--- config.mk ---
export PLATFORM = sky130hd
export DESIGN_NAME = binary_to_bcd_converter_top_flat
export DESIGN_NICKNAME = d
export VERILOG_FILES = /design/src/sv/b2bcd_pkg.sv /design/src/sv/b2bcd_req_if.sv /design/src/sv/b2bcd_res_if.sv /design/src/sv/b2bcd_stage.sv /design/src/sv/binary_to_bcd_converter_top.sv /design/src/flat_wrapper.sv
export SDC_FILE = /design/constraint.sdc
export NUM_CORES = 1
export LEC_CHECK = 0
export BUFFER_PORTS_ARGS = -buffer_cell sky130_fd_sc_hd__buf_2
export CELL_PAD_IN_SITES_DETAIL_PLACEMENT = 1
export CELL_PAD_IN_SITES_GLOBAL_PLACEMENT = 1
export CORE_MARGIN = 5
export CORE_UTILIZATION = 45
export DETAILED_ROUTE_END_ITERATION = 10
export HOLD_SLACK_MARGIN = 0.05
export PLACE_DENSITY_LB_ADDON = 0.1
export RECOVER_POWER = 25
export SLEW_MARGIN = 0
export SYNTH_ARGS = -nofsm -noshare
export SYNTH_HDL_FRONTEND = slang
export SYNTH_SLANG_ARGS = --single-unit
--- constraint.sdc ---
create_clock -name clk_i -period 5.5 [get_ports clk_i]
set_input_delay 0.55 -clock clk_i [delete_from_list [all_inputs] [get_ports clk_i]]
set_output_delay 0.55 -clock clk_i [all_outputs]
set_load 0.01 [all_outputs]
--- src/sv/b2bcd_pkg.sv ---
`timescale 1ns / 1ps

package b2bcd_pkg;

  // Field widths
  localparam int unsigned CmdW      = 2;
  localparam int unsigned ValW      = 32;
  localparam int unsigned OutW      = 32;
  localparam int unsigned Dig4InW   = 16;

  // Full conversion of a 32-bit value needs ten decimal digits
  localparam int unsigned BcdDigits = 10;
  localparam int unsigned BcdW      = 4 * BcdDigits;

  // Shift-and-add steps per pipeline stage; one step per input bit overall
  localparam int unsigned StepsPerStage = 4;
  localparam int unsigned NumStages     = ValW / StepsPerStage;

  // Digit count selection
  typedef enum logic [CmdW-1:0] {
    CmdDig4    = 2'd0,
    CmdDig6    = 2'd1,
    CmdDig8    = 2'd2,
    CmdDig8Alt = 2'd3
  } cmd_e;

  // Word carried down the pipeline
  typedef struct packed {
    cmd_e            cmd;
    logic [BcdW-1:0] bcd;
    logic [ValW-1:0] bin;
  } stage_data_t;

  // One double-dabble step: correct digits >= 5, then shift left by one
  function automatic stage_data_t dabble_step(stage_data_t d);
    stage_data_t     r;
    logic [BcdW-1:0] adj;
    r   = d;
    adj = d.bcd;
    for (int i = 0; i < BcdDigits; i++) begin
      if (adj[4*i +: 4] >= 4'd5) begin
        adj[4*i +: 4] = adj[4*i +: 4] + 4'd3;
      end
    end
    {r.bcd, r.bin} = {adj, d.bin} << 1;
    return r;
  endfunction

  // Keeps the selected number of low digits
  function automatic logic [OutW-1:0] digit_mask(cmd_e cmd);
    logic [OutW-1:0] m;
    unique case (cmd)
      CmdDig4:    m = 32'h0000_FFFF;
      CmdDig6:    m = 32'h00FF_FFFF;
      CmdDig8:    m = 32'hFFFF_FFFF;
      CmdDig8Alt: m = 32'hFFFF_FFFF;
    endcase
    return m;
  endfunction

  // True when every nibble holds a decimal digit
  function automatic logic bcd_digits_ok(logic [OutW-1:0] w);
    logic ok;
    ok = 1'b1;
    for (int i = 0; i < OutW / 4; i++) begin
      if (w[4*i +: 4] > 4'd9) begin
        ok = 1'b0;
      end
    end
    return ok;
  endfunction

endpackage

--- src/sv/b2bcd_req_if.sv ---
`timescale 1ns / 1ps

interface b2bcd_req_if;
  logic                         valid;
  logic                         ready;
  logic [b2bcd_pkg::CmdW-1:0]   command;
  logic [b2bcd_pkg::ValW-1:0]   value;

  modport source (output valid, output command, output value, input ready);
  modport sink   (input valid, input command, input value, output ready);
endinterface

--- src/sv/b2bcd_res_if.sv ---
`timescale 1ns / 1ps

interface b2bcd_res_if;
  logic                         valid;
  logic                         ready;
  logic [b2bcd_pkg::OutW-1:0]   bcd;

  modport source (output valid, output bcd, input ready);
  modport sink   (input valid, input bcd, output ready);
endinterface

--- src/sv/b2bcd_stage.sv ---
`timescale 1ns / 1ps

module b2bcd_stage (
  input  logic                   clk_i,
  input  logic                   rst_ni,
  input  logic                   valid_i,
  output logic                   ready_o,
  input  b2bcd_pkg::stage_data_t data_i,
  output logic                   valid_o,
  input  logic                   ready_i,
  output b2bcd_pkg::stage_data_t data_o
);

  logic                   valid_q;
  b2bcd_pkg::stage_data_t data_q;
  b2bcd_pkg::stage_data_t data_d;

  // Slot frees when empty or when the next stage takes the request
  assign ready_o = !valid_q || ready_i;

  // Shift-and-add steps of this stage
  always_comb begin
    data_d = data_i;
    for (int s = 0; s < b2bcd_pkg::StepsPerStage; s++) begin
      data_d = b2bcd_pkg::dabble_step(data_d);
    end
  end

  // Valid bit
  always_ff @(posedge clk_i or negedge rst_ni) begin
    if (!rst_ni) begin
      valid_q <= 1'b0;
    end else if (ready_o) begin
      valid_q <= valid_i;
    end
  end

  // Payload
  always_ff @(posedge clk_i) begin
    if (ready_o && valid_i) begin
      data_q <= data_d;
    end
  end

  assign valid_o = valid_q;
  assign data_o  = data_q;

endmodule

--- src/sv/binary_to_bcd_converter_top.sv ---
`timescale 1ns / 1ps
// An accepted request is registered in each stage in turn before its result is valid.
// Throughput: one request per cycle unless the result side stalls; eight stages
//   of four shift-and-add steps each (one step per input bit) set the depth.
// Backpressure holds a stage only while it is occupied; empty slots still fill.
// Reset (asynchronous, active low) clears the stage valid bits only.

module binary_to_bcd_converter_top (
  input  logic               clk_i,
  input  logic               rst_ni,
  b2bcd_req_if.sink          req_i,
  b2bcd_res_if.source        res_o
);

  localparam int unsigned NS = b2bcd_pkg::NumStages;

  logic [NS:0]            pipe_valid;
  logic [NS:0]            pipe_ready;
  b2bcd_pkg::stage_data_t pipe_data [NS+1];
  b2bcd_pkg::cmd_e        in_cmd;
  b2bcd_pkg::cmd_e        out_cmd;

  // Pipeline entry: 4-digit mode uses the low 16 bits only
  assign in_cmd = b2bcd_pkg::cmd_e'(req_i.command);

  always_comb begin
    pipe_data[0].cmd = in_cmd;
    pipe_data[0].bcd = '0;
    if (in_cmd == b2bcd_pkg::CmdDig4) begin
      pipe_data[0].bin = {{(b2bcd_pkg::ValW - b2bcd_pkg::Dig4InW){1'b0}},
                          req_i.value[b2bcd_pkg::Dig4InW-1:0]};
    end else begin
      pipe_data[0].bin = req_i.value;
    end
  end

  assign pipe_valid[0] = req_i.valid;
  assign req_i.ready   = pipe_ready[0];

  // Stage chain
  for (genvar g = 0; g < NS; g++) begin : g_stage
    b2bcd_stage u_stage (
      .clk_i   (clk_i),
      .rst_ni  (rst_ni),
      .valid_i (pipe_valid[g]),
      .ready_o (pipe_ready[g]),
      .data_i  (pipe_data[g]),
      .valid_o (pipe_valid[g+1]),
      .ready_i (pipe_ready[g+1]),
      .data_o  (pipe_data[g+1])
    );
  end

  // Result: keep the selected low digits of the full conversion
  assign out_cmd        = pipe_data[NS].cmd;
  assign pipe_ready[NS] = res_o.ready;
  assign res_o.valid    = pipe_valid[NS];
  assign res_o.bcd      = pipe_data[NS].bcd[b2bcd_pkg::OutW-1:0]
                          & b2bcd_pkg::digit_mask(out_cmd);

  // Checks
  a_ready_follows_sink: assert property (@(posedge clk_i) disable iff (!rst_ni)
    res_o.ready |-> req_i.ready)
    else $error("request stalled while result side ready");

  a_dig4_upper_zero: assert property (@(posedge clk_i) disable iff (!rst_ni)
    (res_o.valid && out_cmd == b2bcd_pkg::CmdDig4) |-> (res_o.bcd[31:16] == 16'h0))
    else $error("4-digit result has nonzero upper digits");

  a_dig6_upper_zero: assert property (@(posedge clk_i) disable iff (!rst_ni)
    (res_o.valid && out_cmd == b2bcd_pkg::CmdDig6) |-> (res_o.bcd[31:24] == 8'h0))
    else $error("6-digit result has nonzero upper digits");

  a_digits_decimal: assert property (@(posedge clk_i) disable iff (!rst_ni)
    res_o.valid |-> b2bcd_pkg::bcd_digits_ok(res_o.bcd))
    else $error("result nibble above nine");

endmodule
--- src/flat_wrapper.sv ---
// flat-port wrapper written by rule: the top's interface ports become plain ports
module binary_to_bcd_converter_top_flat 
  (clk_i, rst_ni, req_i_valid, req_i_command, req_i_value, req_i_ready, res_o_valid, res_o_bcd, res_o_ready);
  b2bcd_req_if req_i_i ();
  b2bcd_res_if res_o_i ();
  input  logic clk_i;
  input  logic rst_ni;
  input wire logic [$bits(req_i_i.valid)-1:0] req_i_valid;
  input wire logic [$bits(req_i_i.command)-1:0] req_i_command;
  input wire logic [$bits(req_i_i.value)-1:0] req_i_value;
  output wire logic [$bits(req_i_i.ready)-1:0] req_i_ready;
  output wire logic [$bits(res_o_i.valid)-1:0] res_o_valid;
  output wire logic [$bits(res_o_i.bcd)-1:0] res_o_bcd;
  input wire logic [$bits(res_o_i.ready)-1:0] res_o_ready;
  assign req_i_i.valid = req_i_valid;
  assign req_i_i.command = req_i_command;
  assign req_i_i.value = req_i_value;
  assign req_i_ready = req_i_i.ready;
  assign res_o_valid = res_o_i.valid;
  assign res_o_bcd = res_o_i.bcd;
  assign res_o_i.ready = res_o_ready;
  binary_to_bcd_converter_top u_core (.clk_i(clk_i), .rst_ni(rst_ni), .req_i(req_i_i), .res_o(res_o_i));
endmodule
# After elaboration in Yosys (flattened, before gate mapping)
# Index checks and enable logic that the tools add are counted.
[classes]
reduce_logical = 27
magnitude_cmp = 257
bitwise_logic = 1
n_mux = 259
add_sub_neg = 257
eq_ne = 3
[ops]
columns = ["op", "n"]
rows = [
  ["$ge A4 B3 Y1 const B", 247],
  ["$add A4 B2 Y4 const B", 229],
  ["$mux W4", 229],
  ["$pmux W32 S3", 1],
  ["$mux W3", 26],
  ["$add A3 B2 Y3 const B", 18],
  ["$and A32 B32 Y32", 1],
  ["$mux W32", 1],
  ["$add A1 B2 Y3 const AB", 9],
  ["$ge A1 B3 Y1 const AB", 9],
  ["$logic_and A1 B1 Y1", 8],
  ["$logic_not A1 Y1", 8],
  ["$logic_or A1 B1 Y1", 8],
  ["$eq A2 B2 Y1 const B", 2],
  ["$logic_not A2 Y1", 2],
  ["$add A1 B2 Y3 const B", 1],
  ["$ge A1 B3 Y1 const B", 1],
  ["$eq A2 B1 Y1 const B", 1],
  ["$mux W1", 2],
  ["$reduce_or A2 Y1", 1],
]
[word_totals]
reg_bits = 408
output_inout_bits = 34

# Logic depth before layout (Yosys ltp)
# Gate-level depths: netlist of the first run.
[depth]
depth_word = 10
ltp_mapped = 20
depth_no_buf = 20

# Hierarchy
# Synthesis of the first run repeated with hierarchy kept, for this count alone.
[unflattened]
hier_cells = 6943
area_unflattened_um2 = 58640.0
[by_module_without_submodules]
columns = ["module", "area_per_inst_um2", "n_inst", "cells_per_inst", "seq_area_each_um2"]
rows = [
  ["b2bcd_stage", 7293.2, 8, 863, 2127.0],
  ["binary_to_bcd_converter_top", 294.0, 1, 39, 0.0],
]

# Least setup slack after synthesis of the first run
# No wires, ideal clock.
[synth_path]
path_type = "register to register"
from = "register u_core.g_stage[5].u_stage.data_q (netlist bit u_core.g_stage[5].u_stage.data_o[56])"
to = "register u_core.g_stage[6].u_stage.data_q (netlist bit u_core.g_stage[6].u_stage.data_o[62]), data pin"
setup_time_ns = 0.269
slack_ns = 1.641
stages_incl_launch_ff = 17
t_arrival_ns = 3.590
path_cell_list = "edfxtp_1 > inv_1 > ha_1 > nand2b_1 > a21oi_1 > mux2i_1 > a21oi_1 > xnor2_1 > inv_1 > ha_1 > or2_2 > and2_1 > o22a_1 > ha_1 > nor2b_1 > o21ai_0 > mux2i_1"
[synth_rtl]
columns = ["element", "line", "text"]
rows = [
  ["from (decl)", "b2bcd_stage.sv:15", "b2bcd_pkg::stage_data_t data_q;"],
  ["from (signal assigned)", "b2bcd_stage.sv:41", "data_q <= data_d;"],
  ["to (signal assigned)", "b2bcd_stage.sv:41", ""],
  ["to (decl)", "b2bcd_stage.sv:15", ""],
]

==> impl_metrics.env, run 1 <==
export IMPL_clock_sinks=308
export IMPL_grt_pass1_wl_mm=103
export IMPL_clkLatencyLatePin_ns=0.56
export IMPL_cts_root_buffer="clkbuf_16"
export IMPL_nNetsFinal=3094
export IMPL_grt_remaining_overflow=0
export IMPL_worst_path_buf_inv=1
export IMPL_crit_slowest_cell="a21oi_1"
export IMPL_worst_pin_slew_ns=1.20
export IMPL_htree_num_levels=2
export IMPL_slew_violations=0
export IMPL_holdBufCountCts=1
export IMPL_yosys_warnings=0
export IMPL_syn_num_nets=3072
export IMPL_critPathMaxStageDelay_ns=0.66
export IMPL_synthCells=2902
export IMPL_drtAntennaViolNets=0
export IMPL_finalHoldViolations=0
export IMPL_place_ws_ns=0.951
export IMPL_cp_common_cell="a21oi_1"
export IMPL_cts_tree="done"
export IMPL_vias_per_cell=5.89
export IMPL_multiInputGateArea_sq_um=15400
export IMPL_worstSetupPathDepth=18
export IMPL_synthArstFlopShare_pct=2.60
export IMPL_grt_pass1_vias=22305
export IMPL_min_period_over_period_pct=84.4
export IMPL_io_buffer_count=71
export IMPL_critPathTopFamily="compound AO/OA/AOI/OAI gates"
export IMPL_dieArea_sq_um=62000
export IMPL_cts_buffers=41
export IMPL_yosysMostFrequentCell="edfxtp_1"
export IMPL_totalWireLength_mm=59.8
export IMPL_grt_max_degree=42
export IMPL_drv_cap=0
export IMPL_ys_types=104
export IMPL_rsz0062_at_grt="false"
export IMPL_stdcell_count=3712
export IMPL_antenna_found_initial=0
export IMPL_crit_path_end_kind="flip-flop"
export IMPL_skew_ns=0.0209
export IMPL_ys_seq_area_share_pct=35.8
export IMPL_drive_gt1_share_pct=9.81
export IMPL_synth_top_area_share_pct=35.0
export IMPL_yosys_most_used_dff="edfxtp_1"
export IMPL_clk_path_buf_depth=3
export IMPL_ios=72
export IMPL_period_needed_ns=4.64
export IMPL_globalplace_congestion=0.825
export IMPL_worstPathMaxFanout=11
export IMPL_synthTopCellsByArea="edfxtp_1, ha_1, a21oi_1, o21ai_0, xnor2_1"
export IMPL_ys_seq_elements=308
export IMPL_cp_start_kind="flip-flop"
export IMPL_synth_top_area_cell="edfxtp_1"
export IMPL_area_growth_pct=8.98
export IMPL_fin_setup_tns_ns=0
export IMPL_wl_per_cell_um=16.1
export IMPL_fillers=6587
export IMPL_drc=0
export IMPL_diodes=0
export IMPL_postCtsSetupBuffers=0
export IMPL_first_pass_iters=5
export IMPL_hold_class="in -> reg"
export IMPL_die_w_um=249
export IMPL_slew_headroom_pct=19.3
export IMPL_setup_violations=0
export IMPL_initial_core_util_pct=45.5
export IMPL_place_inst=3636
export IMPL_crit_chain="inv_1 > ha_1 > nand2b_1 > a21oi_1 > nor2_1 > a21oi_1 > nand2_1 > a21oi_1 > a31oi_1 > ha_1 > nor2b_1 > o21ai_0 > o211ai_1 > nor3_1 > mux2i_1 > o21ai_1 > o21ai_0 > xnor2_1"
export IMPL_clk_pin_slew_ns=0.06
export IMPL_critical_path_arrival_ns=4.94
export IMPL_whs_path_depth=1
export IMPL_fmax_mhz=215
export IMPL_worst_slack_ns=0.858
export IMPL_cts_resized=0
export IMPL_syn_area_per_cell_sq_um=8.86
export IMPL_status="finished, final reports clean"
export IMPL_hpwl_mm=44.1
export IMPL_synth_commonest_cells="edfxtp_1, a21oi_1, o21ai_0"
export IMPL_crit_type="reg -> reg"
export IMPL_regArea_sq_um=9210
export IMPL_die_h_um=249
export IMPL_required_ns=5.79
export IMPL_std_cell_rows=87
export IMPL_synth_edf_count=300
export IMPL_vias=21855
export IMPL_rr_worst_depth=18
export IMPL_netlist_area_sq_um=25700
export IMPL_globalRouteTotalUtil_pct=18.5
export IMPL_drt_initial_drc_count=916
export IMPL_core_area_sq_um=56500
## final cells by class
cell class / instances / share of cell area [%]
clock buffer: 48 / 3.83
clock inverter: 27 / 1.09
inverter: 170 / 2.28
multi-input combinational: 2319 / 55.0
sequential: 308 / 32.9
tap: 756 / 3.38
timing repair buffer: 84 / 1.56
## cell families after synthesis
group | share of synthesized area (%)
xor+xnor | 5.54
fa+ha+maj | 6.71
simple gates | 16.0
mux | 5.71
flops | 35.8
buf+inv | 4.33
compound gates | 25.9
## worst paths after layout
| kind | slack, ns | from | endpoint |
|---|---|---|---|
| hold / removal | 0.16 | req_i_value[8] | u_core.g_stage[0].u_stage.data_o[12] |
| min in group asynchronous | 0.46 | rst_ni | u_core.g_stage[0].u_stage.valid_o |
| setup reg to reg | 0.86 | u_core.g_stage[5].u_stage.data_o[56] | u_core.g_stage[6].u_stage.data_o[60] |
| setup / recovery | 0.86 | u_core.g_stage[5].u_stage.data_o[56] | u_core.g_stage[6].u_stage.data_o[60] |
| max in group asynchronous | 4.71 | rst_ni | u_core.g_stage[2].u_stage.valid_o |
| hold reg to reg | 0.41 | u_core.g_stage[3].u_stage.data_o[72] | u_core.g_stage[4].u_stage.data_o[72] |
## metal layers
metal / GRT usage (%) / part of all wire [%] / vias to the layer above
met5: 0 / 0 / -
met4: 4.23 / 1.7 / 0
met3: 2.03 / 2.3 / 70
met2: 35.1 / 51 / 215
met1: 22.6 / 45 / 10646
li1: - / - / 10924
## worst register-to-register path: cells and delay by family, from the launching register on
kind            cells  cell delay, ns
xor+xnor            1            0.15
flops               1            0.48
fa+ha+maj           2            0.51
simple gates        5            0.85
compound gates      8            2.12
buf+inv             1            0.14
mux                 1            0.14
## cells in the final DEF (no fill, tap or decap), types with 21 or more instances in the layout
cell,netlist,final
a211oi_1,26,26
a31oi_1,79,79
o211ai_1,21,21
xnor2_1,113,113
nand2_1,220,220
xor2_1,26,26
a21oi_1,278,278
clkbuf_16,0,41
o21a_1,24,24
o221ai_1,21,21
nand2b_1,62,62
inv_1,163,163
o21ai_1,31,31
mux2_2,55,55
nor2b_1,49,47
edfxtp_1,300,300
o21ai_0,253,253
mux2i_1,82,82
nand3_1,55,55
nor3_1,65,65
o22ai_1,38,38
ha_1,132,132
buf_2,8,57
and2_1,36,30
a21o_1,31,31
nor3b_1,45,45
nor2_1,235,235
## registers in the layout, summed over array words and instances, names as in the netlist
signal                          count
u_core.g_stage.u_stage.data_o     300
u_core.g_stage.u_stage.valid_o      8
## through the flow
| step | utilization, % | instance area (sq um) | hold slack, ns |
|---|---|---|---|
| floorplan | - | 25700 | 0.254 |
| global placement | 47.2 | 26600 | 0.401 |
| detailed placement | 47.2 | 26600 | 0.406 |
| CTS | 49.6 | 28000 | 0.119 |
| global route | 49.6 | 28000 | 0.132 |
| finish | 49.6 | 28000 | 0.162 |
Power of run 1 is left out: the tool's default activity adds up to more than one toggle a clock period on the data nets, which glitch-free logic cannot reach.
==> inputs of run 2 (changes only) <==
==> constraint.sdc (replaced) <==
create_clock -name clk_i -period 4.8 [get_ports clk_i]
set_input_delay 0.48 -clock clk_i [delete_from_list [all_inputs] [get_ports clk_i]]
set_output_delay 0.48 -clock clk_i [all_outputs]
set_load 0.01 [all_outputs]
==> run 2 against run 1 <==
Effect of this change: worst hold slack worse by 0.074 ns; critical endpoint is now u_core.g_stage[6].u_stage.data_o[62]; critical path type unchanged; via count is 0.13% higher; core utilization is 0.084 points higher; die area stayed put; flip-flop and latch count unchanged; setup slack got worse by 0.46 ns; clock skew fell by 0.0047 ns; first-iteration DRC count fell by 3.8%; wire length increased by 1.2%; non-clock buffer count grew 9; count of clock-buffer cells in the layout rose by 4; sequential share of layout area is 0.056 points lower.
==> impl_metrics.env, run 2 (synthesized netlist as in run 1, its figures left out) <==
export IMPL_rr_worst_depth=16
export IMPL_crit_chain="inv_1 > ha_1 > nand2b_1 > a21oi_1 > mux2i_2 > a21oi_1 > xnor2_1 > inv_1 > ha_1 > or2_2 > and2_1 > o22a_1 > ha_1 > nor2b_1 > o21ai_0 > mux2i_1"
export IMPL_fin_setup_tns_ns=0
export IMPL_htree_num_levels=2
export IMPL_clkLatencyLatePin_ns=0.57
export IMPL_vias_per_cell=5.89
export IMPL_cp_start_kind="flip-flop"
export IMPL_first_pass_iters=5
export IMPL_min_period_over_period_pct=91.7
export IMPL_fmax_mhz=227
export IMPL_grt_pass1_wl_mm=104
export IMPL_status="finished, final reports clean"
export IMPL_worst_pin_slew_ns=1.12
export IMPL_largest_reg_flops=300
export IMPL_globalplace_congestion=0.825
export IMPL_met3_usage_pct=1.94
export IMPL_totalWireLength_mm=60.5
export IMPL_globalRouteTotalUtil_pct=18.7
export IMPL_crit_path_end_kind="flip-flop"
export IMPL_drt_initial_drc_count=881
export IMPL_worstPathMaxFanout=6
export IMPL_ios=72
export IMPL_multiInputGateArea_sq_um=15400
export IMPL_whs_path_depth=1
export IMPL_cp_common_cell="ha_1"
export IMPL_wl_per_cell_um=16.3
export IMPL_cts_buffers=40
export IMPL_final_common_cell="edfxtp_1"
export IMPL_area_growth_pct=9.16
export IMPL_clock_sinks=308
export IMPL_skew_ns=0.0162
export IMPL_std_cell_rows=87
export IMPL_crit_slowest_cell="edfxtp_1"
export IMPL_nNetsFinal=3102
export IMPL_finalCoreUtilization_pct=49.7
export IMPL_drive_gt1_share_pct=9.79
export IMPL_critPathTopFamily="compound AO/OA/AOI/OAI gates"
export IMPL_critical_path_arrival_ns=4.70
export IMPL_core_area_sq_um=56500
export IMPL_slew_headroom_pct=24.3
export IMPL_drtAntennaViolNets=0
export IMPL_regArea_sq_um=9210
export IMPL_die_w_um=249
export IMPL_drc=0
export IMPL_rsz0062_at_grt="false"
export IMPL_grt_max_degree=42
export IMPL_clk_path_buf_depth=3
export IMPL_dieArea_sq_um=62000
export IMPL_cts_root_buffer="clkbuf_16"
export IMPL_worst_path_buf_inv=2
export IMPL_io_buffer_count=71
export IMPL_hold_class="in -> reg"
export IMPL_postCtsSetupBuffers=0
export IMPL_grt_use_met2_pct=35.1
export IMPL_period_needed_ns=4.40
export IMPL_die_h_um=249
export IMPL_crit_type="reg -> reg"
export IMPL_fillers=6548
export IMPL_hpwl_mm=44.3
export IMPL_grt_pass1_vias=22183
export IMPL_setup_violations=0
export IMPL_diodes=0
export IMPL_cts_tree="done"
export IMPL_vias=21883
export IMPL_worstSetupPathDepth=16
export IMPL_rrSetupSlack_ns=0.40
export IMPL_gr_max_usage_layer="met2"
export IMPL_antenna_found_initial=0
export IMPL_finalHoldViolations=0
export IMPL_use_met1_pct=23.0
export IMPL_critPathMaxStageDelay_ns=0.48
export IMPL_required_ns=5.10
export IMPL_grt_remaining_overflow=0
export IMPL_slew_violations=0
export IMPL_mostFrequentLayoutCells="edfxtp_1, a21oi_1, o21ai_0, nor2_1, nand2_1"
export IMPL_drv_cap=0
export IMPL_clk_pin_slew_ns=0.06
export IMPL_initial_core_util_pct=45.5
[run 2: cell count changes in the layout (fill, tap and decap cells not counted), sizes merged]
cell / delta
dlygate4sd3: +2
clkinv: -2
clkbuf: +4
bufinv: +1
buf: +7
clkinvlp: -3
inv: -3
[run 2: stage by stage]
stage | hold slack, ns | area [sq um] | instances | worst slack, ns
after floorplan | 0.184 | 25700 | 2902 | 0.941
after global placement | 0.332 | 26700 | 3643 | 0.624
after detailed placement | 0.340 | 26700 | 3643 | 0.424
after CTS | 0.0510 | 28100 | 3718 | 0.402
after global routing | 0.0523 | 28100 | 3718 | 0.0473
final | 0.0878 | 28100 | 3718 | 0.399
[run 2: cell type report]
| type | count | area share (%) |
|---|---|---|
| Tap cell | 756 | 3.37 |
| Multi-Input combinational cell | 2319 | 54.9 |
| Clock buffer | 52 | 3.76 |
| Clock inverter | 20 | 1.04 |
| Inverter | 170 | 2.27 |
| Timing Repair Buffer | 93 | 1.82 |
| Sequential cell | 308 | 32.8 |
[run 2: repair_timing]
action | CTS | global route
hold buffers | 3 | 0
endpoints found under the hold margin | 10 | 0
setup endpoints to repair | 0 | 1
resized for setup | 0 | 1
[run 2: routing by layer]
metal | vias up | routed length, um
met1 | 10658 | 27200
met4 | 0 | 1090
met5 | - | 0
li1 | 10948 | -
met3 | 71 | 1370
met2 | 206 | 30900
[run 2: worst paths after layout]
path                                                           start                                    to
max in group asynchronous                                     rst_ni     u_core.g_stage[7].u_stage.valid_o
worst min-delay path                                  req_i_value[1]   u_core.g_stage[0].u_stage.data_o[5]
worst max register to register  u_core.g_stage[5].u_stage.data_o[56]  u_core.g_stage[6].u_stage.data_o[62]
worst min register to register  u_core.g_stage[6].u_stage.data_o[28]  u_core.g_stage[7].u_stage.data_o[32]
min in group asynchronous                                     rst_ni     u_core.g_stage[0].u_stage.valid_o
worst max-delay path            u_core.g_stage[5].u_stage.data_o[56]  u_core.g_stage[6].u_stage.data_o[62]
Power of run 2 is left out for the same reason.
